$ cat src/hdl/kms_buf_ram.sv
// kms_buf_ram: word store for all run buffers, one write and one read port
// read data is registered; no reset on contents
// depends on nothing

module kms_buf_ram #(
  parameter int DATA_WIDTH = 32,
  parameter int DEPTH      = 128,
  parameter int AW         = 7
) (
  input  logic                         clk,
  input  logic                         we,
  input  logic [AW-1:0]                waddr,
  input  logic signed [DATA_WIDTH-1:0] wdata,
  input  logic [AW-1:0]                raddr,
  output logic signed [DATA_WIDTH-1:0] rdata
);

  logic [DATA_WIDTH-1:0] mem [DEPTH];

  // write port
  always_ff @(posedge clk) begin
    if (we) begin
      mem[waddr] <= wdata;
    end
  end

  // registered read port
  always_ff @(posedge clk) begin
    rdata <= mem[raddr];
  end

endmodule

$ cat config.mk
export PLATFORM = sky130hd
export DESIGN_NAME = kms_buf_ram
export DESIGN_NICKNAME = d
export VERILOG_FILES = /design/src/hdl/kms_buf_ram.sv
export SDC_FILE = /design/constraint.sdc
export NUM_CORES = 2
export LEC_CHECK = 0
export ABC_CLOCK_PERIOD_IN_PS = 6600
export BUFFER_PORTS_ARGS = -buffer_cell sky130_fd_sc_hd__buf_2
export CELL_PAD_IN_SITES_DETAIL_PLACEMENT = 1
export CELL_PAD_IN_SITES_GLOBAL_PLACEMENT = 1
export CORE_MARGIN = 2
export CORE_UTILIZATION = 60
export CTS_CLUSTER_DIAMETER = 80
export DETAILED_ROUTE_END_ITERATION = 12
export HOLD_SLACK_MARGIN = 0.08
export PLACE_DENSITY_LB_ADDON = 0.1
export SETUP_SLACK_MARGIN = 0.1
export SLEW_MARGIN = 20
export SYNTH_ARGS = -nofsm -noshare
export SYNTH_HDL_FRONTEND = slang
export SYNTH_SLANG_ARGS = --single-unit
$ cat constraint.sdc
create_clock -name clk -period 6.6 [get_ports clk]
set_input_delay 0.33 -clock clk [delete_from_list [all_inputs] [get_ports clk]]
set_output_delay 0.33 -clock clk [all_outputs]
set_load 0.05 [all_outputs]
==> impl_results.md <==
- Startpoint Class: primary input
- Slew at the pin closest to its max-slew limit: 1.19 ns
- Count leader, synth: edfxtp_1
- Post-synth top flop: edfxtp_1
- Mapped Area: 0.156 sq mm
- Cts repair resizes: 0
- Syn. warnings: 0
- Share of power burned in registers: 52.8%
- RSZ-0062 raised after global routing: no
- Pin count of the biggest net entering global routing: 97
- Total track usage: 33.5%
- Setup TNS: 0 ns
- Kind of critical path: in -> reg
- DIE WIDTH: 514 microns
- Worst vdd ir: 0.262 mV
- Synth area leaders: edfxtp_1 79%, mux4_2 19%, clkbuf_1 0.44%
- Pins Over Slew Limit: 0
- Post-synth EDFFs: 4096
- P&R area growth vs syn: 12.8%
- Die Area: 0.265 sq mm
- Final hold vios: 0
- Data required time of the worst path: 7.40 ns
- Period utilization: 50.7%
- Fillers: approximately 19000
- Max Buffers Root-to-Sink: 4
- Max-cap violations: 0
- Fmax: 0.299 GHz
- CP Capture Type: register
- Clk_lat worst skew: 0.93 ns
- WL final: around 430000 microns
- First-pass GRT wire length: just over 600000 microns
- Clock Skew: 0.0529 ns
- Starting Density: around three fifths
- Post-Syn Instances: approximately 6000
- Grt ovf: 0
- Sw Share: 21.4%
- Total Nets Final: 6491
- # DRC: 0
- Reg2reg start: mem[20][7]
- WHS: 0.116 ns
- Final min period: roughly 3.3 ns
- H-tree levels: 5
- Die H: 514 microns
- DRT Pass-1 Iters: 5
- Initial DRC count: around 11000
- Vias in the first global route: about 75000
- Min-delay src: raddr[5]
- Launch point of the critical path: raddr[0]
- Routed WL per cell: between 40 and 50 microns
- CORE AREA: 0.259 sq mm
- CTS sink cnt: slightly above 4000
- Post-DP HPWL: between 200000 and 250000 microns
- Synth async-reset ratio: 0%
- # setup viols final: 0
- Multi-input gate area: 0.0323 sq mm
- Clock Root Buffer: clkbuf_16
- Critical path peak fanout: between 80 and 90
- Total CTS buffers: 405
- Int Pwr: 43.2 mW
- GP Congestion: 0.822
- Status: complete, no violations
- Slew HR: between 20% and 30%
- Port Buffers: 79
- Mean Syn Cell Area: 26.1 sq um
- Commonest cells post-synth: 4096 x edfxtp_1, 1344 x mux4_2, 182 x clkbuf_1, 122 x nor2_1, 79 x buf_2
- Sequential cell area: approximately 0.12 sq mm
- Critical path arrival: 4.14 ns
- Pwr dens: roughly 310 mW/mm^2
- Net switching power: 11.8 mW
- Top cell type by total area after synthesis: edfxtp_1
- Layout cells sized above 1: between 30% and 40%
- Combinational fraction of design power: 5.4%
- Clock power share: around two fifths
- Vias/cell: between 7 and 8
- Yosys top cell area share: 78.7%
- Hold Path Class: in -> reg
- Pleak: 54.2 nW
- IO Count: 80
- Yosys reg bits: approximately 4100
- TritonCTS clock tree: done
- Mapped Nets: 6038
- Sequential-to-total area share from yosys stat: 79.1%
- Standard-cell rows: approximately 190
- Initial antenna violation count: 64
- ANT nets after route: 0
- Vias: slightly above 70000
- Yosys cell types: 17
- Clk slew on worst S/H paths: 0.06 ns
[metrics by stage]
step                      instance area (sq um)  total power, mW  instances  worst slack (ns)  util [%]
after global routing                     176000             56.1      10200              3.19      68.0
after global placement                   163000             32.4       9403              2.38      62.8
final                                    176000             55.0      10200              3.25      68.0
after CTS                                176000             55.2      10200              3.29      68.0
after detailed placement                 163000             32.5       9403              2.36      62.8
after floorplan                          156000             31.1       5990              3.03         -
[state kept, by name, summed over array words and instances (netlist names)]
name	count
mem	4096
rdata	32
[worst max-delay path, stage by stage]
cell	delay, ns
buf_12	0.68
buf_4	0.72
mux4_2	0.62
mux4_2	0.62
mux4_2	0.64
mux2_2	0.33
[power by group through the flow]
stage / combinational, mW / sequential, mW / clock (mW)
floorplan: 1.40 / 29.7 / 0
global placement: 2.85 / 29.6 / 0
detailed placement: 2.92 / 29.6 / 0
CTS: 2.95 / 29.0 / 23.2
global route: 3.06 / 29.0 / 24.0
finish: 2.96 / 29.0 / 23.0
[final cells by class]
| cell class | instances | area share, % |
|---|---|---|
| antenna | 30 | 0.0426 |
| clock buffer | 516 | 6.12 |
| timing repair buffer | 362 | 1.72 |
| clock inverter | 223 | 1.27 |
| tap | 3402 | 2.41 |
| multi-input combinational | 1546 | 18.3 |
| sequential | 4128 | 70.1 |
[logic make-up after synthesis]
logic type | count (synthesis) | share of synthesized area, %
flip-flops | 4128 | 79.1
multiplexers | 1376 | 19.6
AND/OR/NAND/NOR | 170 | 0.446
buffers and inverters | 316 | 0.839
[repair_timing]
| action | 4_1_cts | 5_1_grt |
|---|---|---|
| buffers inserted | 0 | 0 |
| hold buffers | 35 | 0 |
| hold endpoints to repair | 1573 | 0 |
[layer usage]
metal	GRT usage (%)	routed length, microns
met5	0	47
met4	10.1	14000
met3	7.58	52300
met2	51.9	208000
met1	48.8	160000
[path summary, 6_finish.rpt]
kind                                   to  slack (ns)  cells past startpoint
worst max-delay path            rdata[26]        3.25                      6
worst min-delay path            rdata[28]        0.12                      2
worst max register to register   rdata[7]        3.94                      4
worst min register to register   rdata[6]        1.13                      4
[cells in the final DEF (no fill, tap or decap), types with 3 or more instances in the layout]
cell           synthesis  final
nand4_1                3      3
nand2_2                0      3
buf_12                 0     24
clkinv_4               0      5
dfxtp_1               32     32
clkbuf_16              0    411
nand2_1               14     11
nor3_2                 0      8
edfxtp_1            4096   4096
bufinv_16              0     42
clkinv_8               0      6
clkinv_1               0     79
diode_2                0     30
nand3_2                0      4
inv_6                  0      8
buf_4                  3    259
dlygate4sd3_1          0     35
clkbuf_8               0     11
nor2_1               122      3
mux4_2              1344   1344
clkinv_2               0     73
nor2_4                 0    119
clkinvlp_4             0      7
nand3_1               12      8
mux2_2                32     32
clkbuf_1             182     94
buf_8                  0      3
buf_2                 79     40
nor2b_1                7      7
No activity file was read; power rests on OpenSTA's default activity.
