<file path="src/hdl/kms_pkg.sv">
// kms_pkg: shared types and constants of the k-way merge selector
// request actions, result status codes, sequencer states and compare-unit control
// no dependencies

package kms_pkg;

  // fixed field widths of the stream channels
  localparam int ACT_W       = 2;
  localparam int ST_W        = 3;
  localparam int RUN_FW      = 3;
  localparam int VAL_W       = 32;
  localparam int IN_TDATA_W  = 40;
  localparam int OUT_TDATA_W = 40;
  localparam int OUT_PAD_W   = OUT_TDATA_W - VAL_W - RUN_FW;

  typedef enum logic [ACT_W-1:0] {
    ACT_LOAD  = 2'd0,
    ACT_CLOSE = 2'd1,
    ACT_POP   = 2'd2,
    ACT_CLEAR = 2'd3
  } kms_action_t;

  typedef enum logic [ST_W-1:0] {
    ST_OK     = 3'd0,
    ST_REFILL = 3'd1,
    ST_DONE   = 3'd2,
    ST_FULL   = 3'd3,
    ST_CLOSED = 3'd4
  } kms_status_t;

  typedef enum logic [2:0] {
    S_IDLE,
    S_EXEC,
    S_SCAN,
    S_DRAIN,
    S_UPDATE
  } kms_state_t;

  // control of the shared minimum unit
  typedef struct packed {
    logic clr;
    logic en;
  } kms_cmp_ctl_t;

endpackage

</file>
<file path="src/hdl/kms_min_unit.sv">
// kms_min_unit: shared signed compare unit holding the running minimum of a scan
// strict less-than keeps the earlier (lower) run on ties
// depends on kms_pkg

module kms_min_unit #(
  parameter int DATA_WIDTH = 32,
  parameter int RW         = 3
) (
  input  logic                         clk,
  input  logic                         rst_n,
  input  kms_pkg::kms_cmp_ctl_t        ctl,
  input  logic signed [DATA_WIDTH-1:0] cand_val,
  input  logic [RW-1:0]                cand_run,
  output logic                         found,
  output logic signed [DATA_WIDTH-1:0] best_val,
  output logic [RW-1:0]                best_run
);

  import kms_pkg::*;

  logic                         found_r;
  logic signed [DATA_WIDTH-1:0] best_val_r;
  logic [RW-1:0]                best_run_r;
  logic                         take;

  // candidate wins when nothing held yet or strictly smaller
  assign take = ctl.en && (!found_r || (cand_val < best_val_r));

  always_ff @(posedge clk) begin
    if (!rst_n) begin
      found_r <= 1'b0;
    end else if (ctl.clr) begin
      found_r <= 1'b0;
    end else if (take) begin
      found_r <= 1'b1;
    end
  end

  // held minimum and its run
  always_ff @(posedge clk) begin
    if (!ctl.clr && take) begin
      best_val_r <= cand_val;
      best_run_r <= cand_run;
    end
  end

  assign found    = found_r;
  assign best_val = best_val_r;
  assign best_run = best_run_r;

endmodule

</file>
<file path="config.mk">
export PLATFORM = sky130hd
export DESIGN_NAME = kms_min_unit
export DESIGN_NICKNAME = d
export VERILOG_FILES = /design/src/hdl/kms_pkg.sv /design/src/hdl/kms_min_unit.sv
export SDC_FILE = /design/constraint.sdc
export NUM_CORES = 1
export LEC_CHECK = 0
export BUFFER_PORTS_ARGS = -buffer_cell sky130_fd_sc_hd__buf_2
export CAP_MARGIN = 20
export CORE_ASPECT_RATIO = 0.6
export CORE_MARGIN = 3
export CORE_UTILIZATION = 50
export CTS_BUF_LIST = sky130_fd_sc_hd__clkbuf_4
export CTS_CLUSTER_SIZE = 10
export DETAILED_ROUTE_END_ITERATION = 10
export GPL_ROUTABILITY_DRIVEN = 0
export PLACE_DENSITY = 0.82
export SLEW_MARGIN = 20
export SYNTH_ARGS = -nofsm -noshare
export SYNTH_HDL_FRONTEND = slang
export SYNTH_SLANG_ARGS = --single-unit
</file>
<file path="constraint.sdc">
create_clock -name clk -period 5.1 [get_ports clk]
set_input_delay 0.765 -clock clk [delete_from_list [all_inputs] [get_ports clk]]
set_output_delay 0.765 -clock clk [all_outputs]
set_load 0.01 [all_outputs]
</file>
==> qor.yml <==
status: "finished clean"
syn_avg_cell_area_um2: 12.5
grt_usage_pct: 18.0
ff2ff_setup_slack_ns: 2.59
fill_cells: 270
cts_buffers: 5
drive_gt1_share_pct: 36.7
htree_levels: 2
timing.rr.start: "best_val[31]"
hpwl_mm: 3.18
synthCells: 153
grt_pass1_vias: 1336
core_area_um2: 3440
crit_chain: "buf_2 > ha_1 > nand4_1 > nor2_1 > a221o_1 > a211o_1 > nor2b_4 > nor4_4 > buf_4"
clkLatencyLatePin_ns: 0.35
setup_violations: 0
period_needed_ns: 2.62
io_pins: 75
holdBufCountCts: 0
seqPwrFrac_pct: 58.6
cp-end-kind: "flop"
regArea_um2: 1070
vias: 1422
cts_resized: 0
syn-num-nets: 223
criticalPathCategory: "input pin to flop"
ys_ff_latch: 36
remaining_drc_errors: 0
antenna_cells: 0
rsz0062_at_grt: "false"
peakVddDrop_mv: 0.158
clkPwrFrac_pct: 25.1
fmax_ghz: 0.381
p_per_area_nw_per_um2: 245
finalHoldViolations: 0
hold_end: "found"
drt_wl_total_mm: 3.82
drtPass1Iterations: 5
combPwrFrac_pct: 16.3
rr_worst_depth: 9
grt_start_max_net_pins: 23
r2r_end: "best_val[16]"
path_delay_family: "simple AND/OR/NAND/NOR gates"
relSlewSlack_pct: 69.4
wl_met1_mm: 1.90
syn_area_um2: 1910
multi_input_area_um2: 726
arrival_ns: 2.65
critPathBufInv: 2
fin_crit_sh_pct: 51.4
ant_nets: 0
syn_to_final_growth_pct: 26.4
seq_area_frac_synth_pct: 56.1
placedInstanceArea_um2: 2360
place_worst_setup_slack_ns: 2.12
cts_tree: "done"
grt_pass1_wl_mm: 6.01
clock-skew-final_ns: 0.0143
holdCritStartpoint: "found"
cap_viol_max_count: 0
wl_met2_mm: 1.51
initial_core_util_pct: 55.4
finalNetCount: 306
yosysUniqueCellTypes: 25
port_buffers: 74
p_int_mw: 0.441
placement_rows: 16
met3_length_um: 348
root_buffer: "clkbuf_4"
cts_setup_buffers: 0
leakage_nw: 1.18
post-route-cell-area_um2: 2410
holdPathStages: 2
final_cell_count_no_fill: 282
drt_iter0_markers: 58
wl_per_cell_um: 13.6
sw_frac_of_total_pct: 25.5
gr-total-overflow: 0
placed_cells: 274
antenna_found_initial: 0
clock_path_buffers: 2
path_max_fanout: 22
viasPerCell: 5.04
switchingPower_mw: 0.151
die_h_um: 53.9
path_clk_slew_ns: 0.10
clock-sinks: 36
topRoutingLayerUsed: "met4"
dieWidth_um: 85.8
slew_viol_final: 0
cpPeakStageDelay_ns: 0.35
tightest_slew_ns: 0.455
critPathSlowestCell: "ha_1"
hold_class: "flop to flop"
cp_data_required_time_ns: 5.12
cp-start-kind: "input pin"
ys_warn_count: 0
tns_ns: 0
worst_slack_ns: 2.48
die-area_um2: 4620
-- kinds of logic after synthesis --
| logic type | Yosys count | synth area share, % |
|---|---|---|
| flops | 36 | 56.1 |
| simple gates | 27 | 8.39 |
| fa+ha+maj | 31 | 20.3 |
| buf+inv | 32 | 6.30 |
| compound gates | 27 | 8.85 |
-- synthesized netlist by cell type (all sizes together) --
cell type,n,area (um2)
a21o,2,15.0
edfxtp,35,1050
a21oi,14,73.8
nor4,2,18.8
nor2b,1,13.8
nand3,3,15.0
nor3b,2,20.0
nor3,1,5.00
dfxtp,1,20.0
nand2b,2,12.5
nand2,7,26.3
a2111oi,2,23.8
ha,31,388
a211o,1,8.76
o21ai,6,30.0
nand4,6,37.5
inv,32,120
a221o,1,10.0
o211ai,1,7.51
nor2,3,11.3
-- cells in the final DEF (no fill, tap or decap) --
cell	instances
nand2b_1	2
a21oi_1	13
dfxtp_1	1
inv_1	32
a211o_1	1
nor2b_4	1
o21ai_1	1
a2111oi_2	1
nor4_4	1
nor2_1	3
a21o_1	2
o21ai_0	5
nand4_1	6
nor3b_2	1
clkbuf_4	6
clkinv_1	2
a2111oi_0	1
buf_4	2
a21oi_2	1
a221o_1	1
nand3_1	3
buf_2	74
edfxtp_1	35
nor3b_1	1
nand2_1	7
o211ai_1	1
nor4_1	1
nor3_1	1
ha_1	31
-- cell type report --
| class | instances | area share (%) |
|---|---|---|
| Clock inverter | 2 | 0.311 |
| Inverter | 32 | 4.98 |
| Multi-Input combinational cell | 85 | 30.1 |
| Tap cell | 45 | 2.34 |
| Sequential cell | 36 | 44.4 |
| Timing Repair Buffer | 76 | 16.0 |
| Clock buffer | 6 | 1.87 |
-- power groups by stage --
stage,clock network (mW),registers [mW],logic (mW)
6_report,0.148,0.347,0.0966
5_1_grt,0.166,0.349,0.111
4_1_cts,0.154,0.347,0.0978
3_5_place_dp,0,0.354,0.0974
3_3_place_gp,0,0.353,0.0943
2_1_floorplan,0,0.361,0.0456
-- state kept, by name, summed over array words and instances, names as in the netlist --
register / flops
best_run: 3
found: 1
best_val: 32
-- layer usage --
layer  global-route usage [%]  vias to the layer above
li1                         -                      721
met2                     24.6                       66
met4                     7.89                        0
met1                     26.1                      627
met3                     5.66                        8
met5                        0                        -
-- worst max path at each step --
stage                      start      endpoint  slack [ns]  cells after the start
global route        cand_val[31]  best_val[16]        2.42                      9
detailed placement  cand_val[31]  best_val[26]        2.12                      9
finish              cand_val[31]  best_val[16]        2.48                      9
floorplan           cand_val[30]   best_run[0]        0.76                      7
CTS                 cand_val[31]  best_val[16]        2.49                      9
global placement    cand_val[30]  best_val[25]        2.17                      9
-- worst register-to-register path, cell delays in order, from the launching register on --
cell	delay (ns)
edfxtp_1	0.43
inv_1	0.08
ha_1	0.27
nand4_1	0.18
nor2_1	0.08
a221o_1	0.29
a211o_1	0.25
nor2b_4	0.14
nor4_4	0.14
buf_4	0.34
-- through the flow --
step	power, mW	util (%)	hold slack (ns)
floorplan	0.406	-	0.532
global placement	0.448	68.5	0.520
detailed placement	0.451	68.5	0.536
CTS	0.599	70.0	0.557
global route	0.626	70.0	0.571
finish	0.592	70.0	0.557
Power figures use the tool's default switching activity.
